File: src/rtl/kpcq_pkg.sv
// Shared types and constants for the keyed priority command queue.
// Used by every module of the block; depends on nothing else.
package kpcq_pkg;

	// Default number of entries in the sorted store.
	localparam int unsigned CAPACITY_DEFAULT = 16;

	// Key and value widths and the packed entry that holds them.
	localparam int unsigned KEY_W   = 8;
	localparam int unsigned VALUE_W = 8;
	localparam int unsigned ENTRY_W = KEY_W + VALUE_W;

	// Value returned whenever no entry is removed.
	localparam logic signed [VALUE_W-1:0] EMPTY_VALUE = 8'sd127;

	// Operation codes on the command port.
	localparam logic OP_ADD  = 1'b0;
	localparam logic OP_TAKE = 1'b1;

	// Outcome of a command, as reported on add_status.
	typedef enum logic [1:0] {
		STAT_INSERTED = 2'd0,
		STAT_IGNORED  = 2'd1,
		STAT_DROPPED  = 2'd2,
		STAT_NOT_ADD  = 2'd3
	} kpcq_status_t;

	// Sequencer states.
	typedef enum logic [3:0] {
		S_IDLE,
		S_CNT_RD,
		S_CNT_CHK,
		S_CMP_RD,
		S_CMP_CHK,
		S_INS_START,
		S_INS_RD,
		S_INS_CHK,
		S_TAKE_HEAD,
		S_TAKE_RD,
		S_TAKE_WR
	} kpcq_state_t;

	// Result of the shared key comparator.
	typedef struct packed {
		logic eq;
		logic gt;
	} kpcq_cmp_t;

endpackage

File: src/rtl/keyed_priority_command_queue.sv
// Top level of the keyed priority command queue: sorted (key, value) store,
// shared key comparator and sequencer. Depends on kpcq_pkg and its modules.
//
//  channel   | handshake                 | payload
//  ----------+---------------------------+---------------------------------------
//  command   | start, busy (taken: start | operation, key, value, allow_duplicate
//            | high while busy low)      |
//  result    | done (one cycle strobe)   | taken_value, was_empty, add_status
//
// Every command gives exactly one result; busy stays high until it is shown.
// Each entry is visited by a registered memory read, then a compare and write.
// A take walks all stored entries; an add that is not dropped walks down from
// the top of the store to its insertion point. The unique-key rule adds a
// counting pass and, when several entries hold the key, a compaction pass.
// The done strobe comes in the first cycle with busy low.
// A take on an empty store answers on the cycle after it is accepted.
// Reset empties the store at once; entry memory needs no clearing.
// The receiver cannot stall: done is high for one cycle only.
module keyed_priority_command_queue #(
	parameter int unsigned CAPACITY = kpcq_pkg::CAPACITY_DEFAULT
) (
	input  logic                                clk,
	input  logic                                arst_n,
	input  logic                                start,
	output logic                                busy,
	input  logic                                operation,
	input  logic signed [kpcq_pkg::KEY_W-1:0]   key,
	input  logic signed [kpcq_pkg::VALUE_W-1:0] value,
	input  logic                                allow_duplicate,
	output logic                                done,
	output logic signed [kpcq_pkg::VALUE_W-1:0] taken_value,
	output logic                                was_empty,
	output logic [1:0]                          add_status
);

	localparam int unsigned AW = (CAPACITY > 1) ? $clog2(CAPACITY) : 1;
	localparam int unsigned CW = $clog2(CAPACITY + 1);

	logic                                mem_we;
	logic [AW-1:0]                       mem_waddr;
	logic [kpcq_pkg::ENTRY_W-1:0]        mem_wdata;
	logic                                mem_re;
	logic [AW-1:0]                       mem_raddr;
	logic [kpcq_pkg::ENTRY_W-1:0]        mem_rdata;
	logic signed [kpcq_pkg::KEY_W-1:0]   ref_key;
	logic signed [kpcq_pkg::KEY_W-1:0]   stored_key;
	kpcq_pkg::kpcq_cmp_t                 cmp;

	// Key field of the entry just read.
	assign stored_key = mem_rdata[kpcq_pkg::ENTRY_W-1:kpcq_pkg::VALUE_W];

	// Sorted entry store.
	kpcq_store #(
		.CAPACITY (CAPACITY),
		.AW       (AW)
	) u_store (
		.clk   (clk),
		.we    (mem_we),
		.waddr (mem_waddr),
		.wdata (mem_wdata),
		.re    (mem_re),
		.raddr (mem_raddr),
		.rdata (mem_rdata)
	);

	// Shared key comparator.
	kpcq_cmp u_cmp (
		.stored_key (stored_key),
		.ref_key    (ref_key),
		.result     (cmp)
	);

	// Command sequencer.
	kpcq_ctrl #(
		.CAPACITY (CAPACITY),
		.AW       (AW),
		.CW       (CW)
	) u_ctrl (
		.clk             (clk),
		.arst_n          (arst_n),
		.start           (start),
		.operation       (operation),
		.key             (key),
		.value           (value),
		.allow_duplicate (allow_duplicate),
		.busy            (busy),
		.done            (done),
		.taken_value     (taken_value),
		.was_empty       (was_empty),
		.add_status      (add_status),
		.mem_we          (mem_we),
		.mem_waddr       (mem_waddr),
		.mem_wdata       (mem_wdata),
		.mem_re          (mem_re),
		.mem_raddr       (mem_raddr),
		.mem_rdata       (mem_rdata),
		.ref_key         (ref_key),
		.cmp             (cmp)
	);

endmodule

File: src/rtl/kpcq_store.sv
// Entry memory of the queue: one write port and one registered read port.
// Depends on kpcq_pkg for the entry width.
module kpcq_store #(
	parameter int unsigned CAPACITY = kpcq_pkg::CAPACITY_DEFAULT,
	parameter int unsigned AW       = (CAPACITY > 1) ? $clog2(CAPACITY) : 1
) (
	input  logic                            clk,
	input  logic                            we,
	input  logic [AW-1:0]                   waddr,
	input  logic [kpcq_pkg::ENTRY_W-1:0]    wdata,
	input  logic                            re,
	input  logic [AW-1:0]                   raddr,
	output logic [kpcq_pkg::ENTRY_W-1:0]    rdata
);

	logic [kpcq_pkg::ENTRY_W-1:0] mem_q [CAPACITY];
	logic [kpcq_pkg::ENTRY_W-1:0] rdata_q;

	// Write port; entries hold no reset value.
	always_ff @(posedge clk) begin
		if (we) begin
			mem_q[waddr] <= wdata;
		end
	end

	// Registered read port.
	always_ff @(posedge clk) begin
		if (re) begin
			rdata_q <= mem_q[raddr];
		end
	end

	assign rdata = rdata_q;

endmodule

File: src/rtl/kpcq_cmp.sv
// Shared key comparator: equality and signed greater-than on one key pair.
// Depends on kpcq_pkg for the key width and the result struct.
module kpcq_cmp (
	input  logic signed [kpcq_pkg::KEY_W-1:0] stored_key,
	input  logic signed [kpcq_pkg::KEY_W-1:0] ref_key,
	output kpcq_pkg::kpcq_cmp_t               result
);

	// One compare serves counting, compaction and the insertion shift.
	always_comb begin
		result.eq = (stored_key == ref_key);
		result.gt = (stored_key > ref_key);
	end

endmodule

File: src/rtl/kpcq_ctrl.sv
// Sequencer of the queue: steps through the store one entry at a time to
// count, compact, insert and take. Depends on kpcq_pkg.
module kpcq_ctrl #(
	parameter int unsigned CAPACITY = kpcq_pkg::CAPACITY_DEFAULT,
	parameter int unsigned AW       = (CAPACITY > 1) ? $clog2(CAPACITY) : 1,
	parameter int unsigned CW       = $clog2(CAPACITY + 1)
) (
	input  logic                                clk,
	input  logic                                arst_n,
	input  logic                                start,
	input  logic                                operation,
	input  logic signed [kpcq_pkg::KEY_W-1:0]   key,
	input  logic signed [kpcq_pkg::VALUE_W-1:0] value,
	input  logic                                allow_duplicate,
	output logic                                busy,
	output logic                                done,
	output logic signed [kpcq_pkg::VALUE_W-1:0] taken_value,
	output logic                                was_empty,
	output logic [1:0]                          add_status,
	// Store ports.
	output logic                                mem_we,
	output logic [AW-1:0]                       mem_waddr,
	output logic [kpcq_pkg::ENTRY_W-1:0]        mem_wdata,
	output logic                                mem_re,
	output logic [AW-1:0]                       mem_raddr,
	input  logic [kpcq_pkg::ENTRY_W-1:0]        mem_rdata,
	// Comparator ports.
	output logic signed [kpcq_pkg::KEY_W-1:0]   ref_key,
	input  kpcq_pkg::kpcq_cmp_t                 cmp
);

	localparam int unsigned KW = kpcq_pkg::KEY_W;
	localparam int unsigned VW = kpcq_pkg::VALUE_W;

	kpcq_pkg::kpcq_state_t  state_q, state_d;
	logic [CW-1:0]          count_q, count_d;
	logic [CW-1:0]          idx_q, idx_d;
	logic [CW-1:0]          wr_q, wr_d;
	logic [1:0]             match_q, match_d;
	logic                   done_q, done_d;
	logic [VW-1:0]          taken_q, taken_d;
	logic                   empty_q, empty_d;
	kpcq_pkg::kpcq_status_t status_q, status_d;
	logic [KW-1:0]          key_q;
	logic [VW-1:0]          val_q;
	logic [CW-1:0]          idx_dec;

	assign idx_dec = idx_q - CW'(1);

	// Captured command operands.
	always_ff @(posedge clk) begin
		if (start && !busy) begin
			key_q <= key;
			val_q <= value;
		end
	end

	// Control and result registers.
	always_ff @(posedge clk or negedge arst_n) begin
		if (!arst_n) begin
			state_q  <= kpcq_pkg::S_IDLE;
			count_q  <= '0;
			idx_q    <= '0;
			wr_q     <= '0;
			match_q  <= '0;
			done_q   <= 1'b0;
			taken_q  <= kpcq_pkg::EMPTY_VALUE;
			empty_q  <= 1'b0;
			status_q <= kpcq_pkg::STAT_NOT_ADD;
		end else begin
			state_q  <= state_d;
			count_q  <= count_d;
			idx_q    <= idx_d;
			wr_q     <= wr_d;
			match_q  <= match_d;
			done_q   <= done_d;
			taken_q  <= taken_d;
			empty_q  <= empty_d;
			status_q <= status_d;
		end
	end

	// Next state, store accesses and results.
	always_comb begin
		state_d   = state_q;
		count_d   = count_q;
		idx_d     = idx_q;
		wr_d      = wr_q;
		match_d   = match_q;
		done_d    = 1'b0;
		taken_d   = taken_q;
		empty_d   = empty_q;
		status_d  = status_q;
		mem_we    = 1'b0;
		mem_waddr = idx_q[AW-1:0];
		mem_wdata = {key_q, val_q};
		mem_re    = 1'b0;
		mem_raddr = idx_q[AW-1:0];

		case (state_q)
			kpcq_pkg::S_IDLE: begin
				if (start) begin
					if (operation == kpcq_pkg::OP_TAKE) begin
						if (count_q == '0) begin
							done_d   = 1'b1;
							taken_d  = kpcq_pkg::EMPTY_VALUE;
							empty_d  = 1'b1;
							status_d = kpcq_pkg::STAT_NOT_ADD;
						end else begin
							mem_re    = 1'b1;
							mem_raddr = '0;
							state_d   = kpcq_pkg::S_TAKE_HEAD;
						end
					end else if (allow_duplicate) begin
						state_d = kpcq_pkg::S_INS_START;
					end else begin
						idx_d   = '0;
						match_d = '0;
						state_d = kpcq_pkg::S_CNT_RD;
					end
				end
			end

			// Count entries holding the key, saturating at two.
			kpcq_pkg::S_CNT_RD: begin
				if (idx_q < count_q) begin
					mem_re  = 1'b1;
					state_d = kpcq_pkg::S_CNT_CHK;
				end else if (match_q == 2'd1) begin
					done_d   = 1'b1;
					taken_d  = kpcq_pkg::EMPTY_VALUE;
					empty_d  = 1'b0;
					status_d = kpcq_pkg::STAT_IGNORED;
					state_d  = kpcq_pkg::S_IDLE;
				end else if (match_q == 2'd2) begin
					idx_d   = '0;
					wr_d    = '0;
					state_d = kpcq_pkg::S_CMP_RD;
				end else begin
					state_d = kpcq_pkg::S_INS_START;
				end
			end

			kpcq_pkg::S_CNT_CHK: begin
				if (cmp.eq && match_q != 2'd2) begin
					match_d = match_q + 2'd1;
				end
				idx_d   = idx_q + CW'(1);
				state_d = kpcq_pkg::S_CNT_RD;
			end

			// Compact the store, dropping every entry with the key.
			kpcq_pkg::S_CMP_RD: begin
				if (idx_q < count_q) begin
					mem_re  = 1'b1;
					state_d = kpcq_pkg::S_CMP_CHK;
				end else begin
					count_d = wr_q;
					state_d = kpcq_pkg::S_INS_START;
				end
			end

			kpcq_pkg::S_CMP_CHK: begin
				if (!cmp.eq) begin
					mem_we    = 1'b1;
					mem_waddr = wr_q[AW-1:0];
					mem_wdata = mem_rdata;
					wr_d      = wr_q + CW'(1);
				end
				idx_d   = idx_q + CW'(1);
				state_d = kpcq_pkg::S_CMP_RD;
			end

			// Insertion: refuse when full, else shift larger keys up.
			kpcq_pkg::S_INS_START: begin
				if (count_q == CW'(CAPACITY)) begin
					done_d   = 1'b1;
					taken_d  = kpcq_pkg::EMPTY_VALUE;
					empty_d  = 1'b0;
					status_d = kpcq_pkg::STAT_DROPPED;
					state_d  = kpcq_pkg::S_IDLE;
				end else begin
					idx_d   = count_q;
					state_d = kpcq_pkg::S_INS_RD;
				end
			end

			kpcq_pkg::S_INS_RD: begin
				if (idx_q == '0) begin
					mem_we   = 1'b1;
					count_d  = count_q + CW'(1);
					done_d   = 1'b1;
					taken_d  = kpcq_pkg::EMPTY_VALUE;
					empty_d  = 1'b0;
					status_d = kpcq_pkg::STAT_INSERTED;
					state_d  = kpcq_pkg::S_IDLE;
				end else begin
					mem_re    = 1'b1;
					mem_raddr = idx_dec[AW-1:0];
					state_d   = kpcq_pkg::S_INS_CHK;
				end
			end

			kpcq_pkg::S_INS_CHK: begin
				mem_we = 1'b1;
				if (cmp.gt) begin
					mem_wdata = mem_rdata;
					idx_d     = idx_dec;
					state_d   = kpcq_pkg::S_INS_RD;
				end else begin
					count_d  = count_q + CW'(1);
					done_d   = 1'b1;
					taken_d  = kpcq_pkg::EMPTY_VALUE;
					empty_d  = 1'b0;
					status_d = kpcq_pkg::STAT_INSERTED;
					state_d  = kpcq_pkg::S_IDLE;
				end
			end

			// Take: keep the head value, then move the rest down by one.
			kpcq_pkg::S_TAKE_HEAD: begin
				taken_d = mem_rdata[VW-1:0];
				idx_d   = CW'(1);
				state_d = kpcq_pkg::S_TAKE_RD;
			end

			kpcq_pkg::S_TAKE_RD: begin
				if (idx_q < count_q) begin
					mem_re  = 1'b1;
					state_d = kpcq_pkg::S_TAKE_WR;
				end else begin
					count_d  = count_q - CW'(1);
					done_d   = 1'b1;
					empty_d  = 1'b0;
					status_d = kpcq_pkg::STAT_NOT_ADD;
					state_d  = kpcq_pkg::S_IDLE;
				end
			end

			kpcq_pkg::S_TAKE_WR: begin
				mem_we    = 1'b1;
				mem_waddr = idx_dec[AW-1:0];
				mem_wdata = mem_rdata;
				idx_d     = idx_q + CW'(1);
				state_d   = kpcq_pkg::S_TAKE_RD;
			end

			default: begin
				state_d = kpcq_pkg::S_IDLE;
			end
		endcase
	end

	assign busy        = (state_q != kpcq_pkg::S_IDLE);
	assign done        = done_q;
	assign taken_value = taken_q;
	assign was_empty   = empty_q;
	assign add_status  = status_q;
	assign ref_key     = key_q;

	// The fill count never passes the capacity.
	a_count_bound: assert property (@(posedge clk) disable iff (!arst_n)
		count_q <= CW'(CAPACITY))
		else $error("entry count above capacity");

	// The match counter saturates at two.
	a_match_sat: assert property (@(posedge clk) disable iff (!arst_n)
		match_q <= 2'd2)
		else $error("match counter out of range");

	// An empty take reports no add outcome and leaves the store empty.
	a_empty_take: assert property (@(posedge clk) disable iff (!arst_n)
		(done_q && empty_q) |-> (status_q == kpcq_pkg::STAT_NOT_ADD && count_q == '0))
		else $error("empty take result inconsistent");

	// The insertion shift only writes inside the store.
	a_ins_index: assert property (@(posedge clk) disable iff (!arst_n)
		(state_q == kpcq_pkg::S_INS_CHK) |-> (idx_q < CW'(CAPACITY)))
		else $error("insertion index beyond capacity");

endmodule
File: config.mk
export PLATFORM = sky130hd
export DESIGN_NAME = keyed_priority_command_queue
export DESIGN_NICKNAME = d
export VERILOG_FILES = /design/src/rtl/kpcq_pkg.sv /design/src/rtl/keyed_priority_command_queue.sv /design/src/rtl/kpcq_store.sv /design/src/rtl/kpcq_cmp.sv /design/src/rtl/kpcq_ctrl.sv
export SDC_FILE = /design/constraint.sdc
export NUM_CORES = 1
export LEC_CHECK = 0
export BUFFER_PORTS_ARGS = -buffer_cell sky130_fd_sc_hd__buf_2
export CELL_PAD_IN_SITES_DETAIL_PLACEMENT = 0
export CELL_PAD_IN_SITES_GLOBAL_PLACEMENT = 1
export CORE_MARGIN = 2
export CORE_UTILIZATION = 58
export DETAILED_ROUTE_END_ITERATION = 6
export GPL_ROUTABILITY_DRIVEN = 0
export PLACE_DENSITY = 0.88
export SLEW_MARGIN = 20
export SYNTH_ARGS = -nofsm -noshare
export SYNTH_HDL_FRONTEND = slang
export SYNTH_SLANG_ARGS = --single-unit
export TNS_END_PERCENT = 50
File: constraint.sdc
create_clock -name clk -period 6.76 [get_ports clk]
set_input_delay 1.352 -clock clk [delete_from_list [all_inputs] [get_ports clk]]
set_output_delay 1.352 -clock clk [all_outputs]
set_load 0.01 [all_outputs]
==> results.md <==
* Outcome: finished clean
* Starting Density at 58.81%
* First-pass GRT wire length at around 48,000 um
* Via density per instance at 6.421
* Max H-tree Level at 1
* CP max stage delay at 0.82 ns
* Cells after Synth at 843
* Max Freq at 0.2311 GHz
* Number of flops mapped to enable cells by yosys at ~290
* Hold path cells at 2
* Synth Flop Type: edfxtp_1
* Area Growth Syn to Fin at 11.95%
* Vias in the first global route at 7,687
* Tcrit/Tclk final at 64.01%
* Final WL at 31,800 um
* Overall power at 6.611 mW
* Power per Cell Area at ~430 nW/um2
* RSZ-0062 raised after global routing: false
* Fin Clk Skew at 0.01396 ns
* Max Cap Viol at 0
* Routed len/inst at 25.85 um
* CTS Sinks at 321
* Relative slew slack at between 20 and 25%
* CTS Hold Buffers Added at 0
* Kind of end point of the critical path: flip-flop
* Sum Neg Setup Slack at 0 ns
* Syn_nets at 886
* Core Region at around 23,000 um2
* Global route overflow at 0
* Family with the most delay on the worst path: simple AND/OR/NAND/NOR gates
* Drt pass-1 iters at 5
* Initial antenna violation count at 0
* Final Hold Fails at 0
* Synthesized cell area at 13,760 um2
* Post-synth ARST share at 10.28%
* Number of buffers created by CTS at 31
* Post-DRT Antenna Nets at 0
* DR iter-0 viols at 1,036
* Nets at 929
* Hold Crit Class: reg -> reg
* Max FO, Critical Path at 26
* DR vias at 7,898
* Worst VDD drop at 0.2487 mV
* Aggregate global-route resource usage at 26.22%
* Share of cells above drive strength 1 at 22.61%
* Synth Register Bits at 321
* Avg Cell Area, Syn at 16.33 um2
* Row count at 56
* Largest net degree at the start of global routing at 65
* Total leakage power at 5.262 nW
* Yosys cell types at 76
* Warnings from Yosys at 0
* Slowest CP cell: nor2_2
* Die area at about 25,000 um2
* Critical path arrival at 4.51 ns
* HPWL Detailed at slightly below 20,000 um
* CTS max path bufs at 3
* R2R cell count at 7
* Tightest Pin Transition at 1.127 ns
* Clk slew on worst S/H paths at 0.06 ns
* Req. time, crit path at between 6 and 7 ns
* DR DRC count at 0
* CP cell instances: or4b_1 -> a21oi_2 -> nor2_1 -> o21bai_1 -> a222oi_1 -> nand3_1 -> nor2_2
* Diode count at 0
* Critical Path Stages at 7
* CTS tree: built
* Clk_lat worst skew at 0.57 ns
* Sequential share of the synthesized area at approximately 70%
* CP startpoint kind: flip-flop
* DIE HEIGHT at roughly 160 um
* Setup violators final at 0
* Port Buf Inserts at 33
* CTS resizes at 0
* Root Buffer: clkbuf_16
* Critical path class: reg -> reg
* # Post-CTS Setup Buffers at 0
* Max-slew violation count at 0
* # IOs at 34
* Die Wd at ~160 um
* Tmin final at between 4 and 5 ns
* Buf+Inv Stages, Crit Path at 0
==> synthesized netlist by cell type, types with 8 or more instances <==
library cell / n / area, um2
edfxtp_1: 288 / 8648
nand2_1: 54 / 202.7
mux4_2: 53 / 1194
nor2_1: 51 / 191.4
inv_1: 43 / 161.4
o21ai_0: 40 / 200.2
a22oi_1: 33 / 247.7
a21oi_1: 28 / 140.1
nand3_1: 27 / 135.1
dfrtp_1: 24 / 600.6
ha_1: 21 / 262.8
clkbuf_1: 18 / 67.56
mux4_1: 11 / 289.0
buf_2: 10 / 50.05
nor2b_1: 10 / 62.56
dfstp_2: 9 / 236.5
nand2b_1: 8 / 50.05
nor3_1: 8 / 40.04
==> kinds of logic after synthesis <==
| family | synth area share [%] |
|---|---|
| AO/OA/AOI/OAI | 7.864 |
| adder cells (fa/ha/maj) | 2.055 |
| XOR/XNOR | 0.5091 |
| multiplexers | 11.16 |
| AND/OR/NAND/NOR | 6.509 |
| flip-flops | 68.92 |
| buffers and inverters | 2.982 |
==> power by group <==
part	total [mW]	internal (mW)	switching [mW]
registers	2.82	2.60	0.219
clock network	1.79	1.05	0.738
logic	2.00	0.757	1.25
total	6.61	4.41	2.20
==> flip-flops by register name, summed over array words and instances (netlist names), 2 cells and up <==
| signal | cells |
|---|---|
| u_store.mem_q | 256 |
| u_ctrl.state_q | 4 |
| u_store.rdata | 16 |
| u_ctrl.val_q | 8 |
| u_ctrl.ref_key | 8 |
| u_ctrl.idx_q | 5 |
| u_ctrl.match_q | 2 |
| u_ctrl.taken_value | 8 |
| u_ctrl.add_status | 2 |
| u_ctrl.count_q | 5 |
| u_ctrl.wr_q | 5 |
==> metrics by stage <==
step / setup WS [ns] / hold WS (ns) / area [um2] / utilization, % / cells
floorplan: 3.574 / 0.4654 / 13760 / - / 843
global placement: 2.760 / 0.4461 / 14280 / 61.03 / 1171
detailed placement: 2.552 / 0.4532 / 14310 / 61.13 / 1172
CTS: 2.521 / 0.4631 / 15370 / 65.67 / 1230
global route: 2.167 / 0.4846 / 15410 / 65.84 / 1230
finish: 2.433 / 0.4620 / 15410 / 65.84 / 1230
==> cell type report <==
class,instances,area [um2]
well taps,319,399.1
multi-input cells,440,3999
inverters,43,161.4
repair buffers,49,301.5
fillers,1611,7994
flip-flops and latches,321,9485
clock buffers,43,860.8
clock inverters,15,201.4
==> cell usage in the layout (no fill, tap or decap), drive strengths merged, types with 10 or more instances in the layout <==
cell type  instances
a22oi             33
edfxtp           288
o21ai             43
inv               45
buf               49
nor2              51
nor2b             10
nand3             28
dfrtp             24
mux4              64
clkbuf            43
ha                21
nand2             54
a21oi             29
==> path summary, 6_finish.rpt <==
path | startpoint | to | slack [ns]
worst max register to register | u_ctrl.state_q[1] | u_store.mem_q[10][6] | 2.43
worst min-delay path | u_ctrl.taken_value[1] | u_ctrl.taken_value[1] | 0.46
max in group asynchronous | arst_n | u_ctrl.match_q[0] | 5.35
worst min register to register | u_ctrl.taken_value[1] | u_ctrl.taken_value[1] | 0.46
worst max-delay path | u_ctrl.state_q[1] | u_store.mem_q[10][6] | 2.43
min in group asynchronous | arst_n | u_ctrl.count_q[1] | 0.88
==> metal layers <==
metal,track usage [%],part of all wire [%],vias to the layer above
li1,-,-,3432
met1,37.57,40,3990
met2,40.33,47,408
met3,5.940,9.4,68
met4,9.009,3.3,0
met5,0,0,-
==> worst min-delay path, stage by stage (launching register included) <==
cell     delay (ns)
dfstp_2        0.37
inv_1          0.04
a21oi_1        0.05
Power figures use the tool's default switching activity.
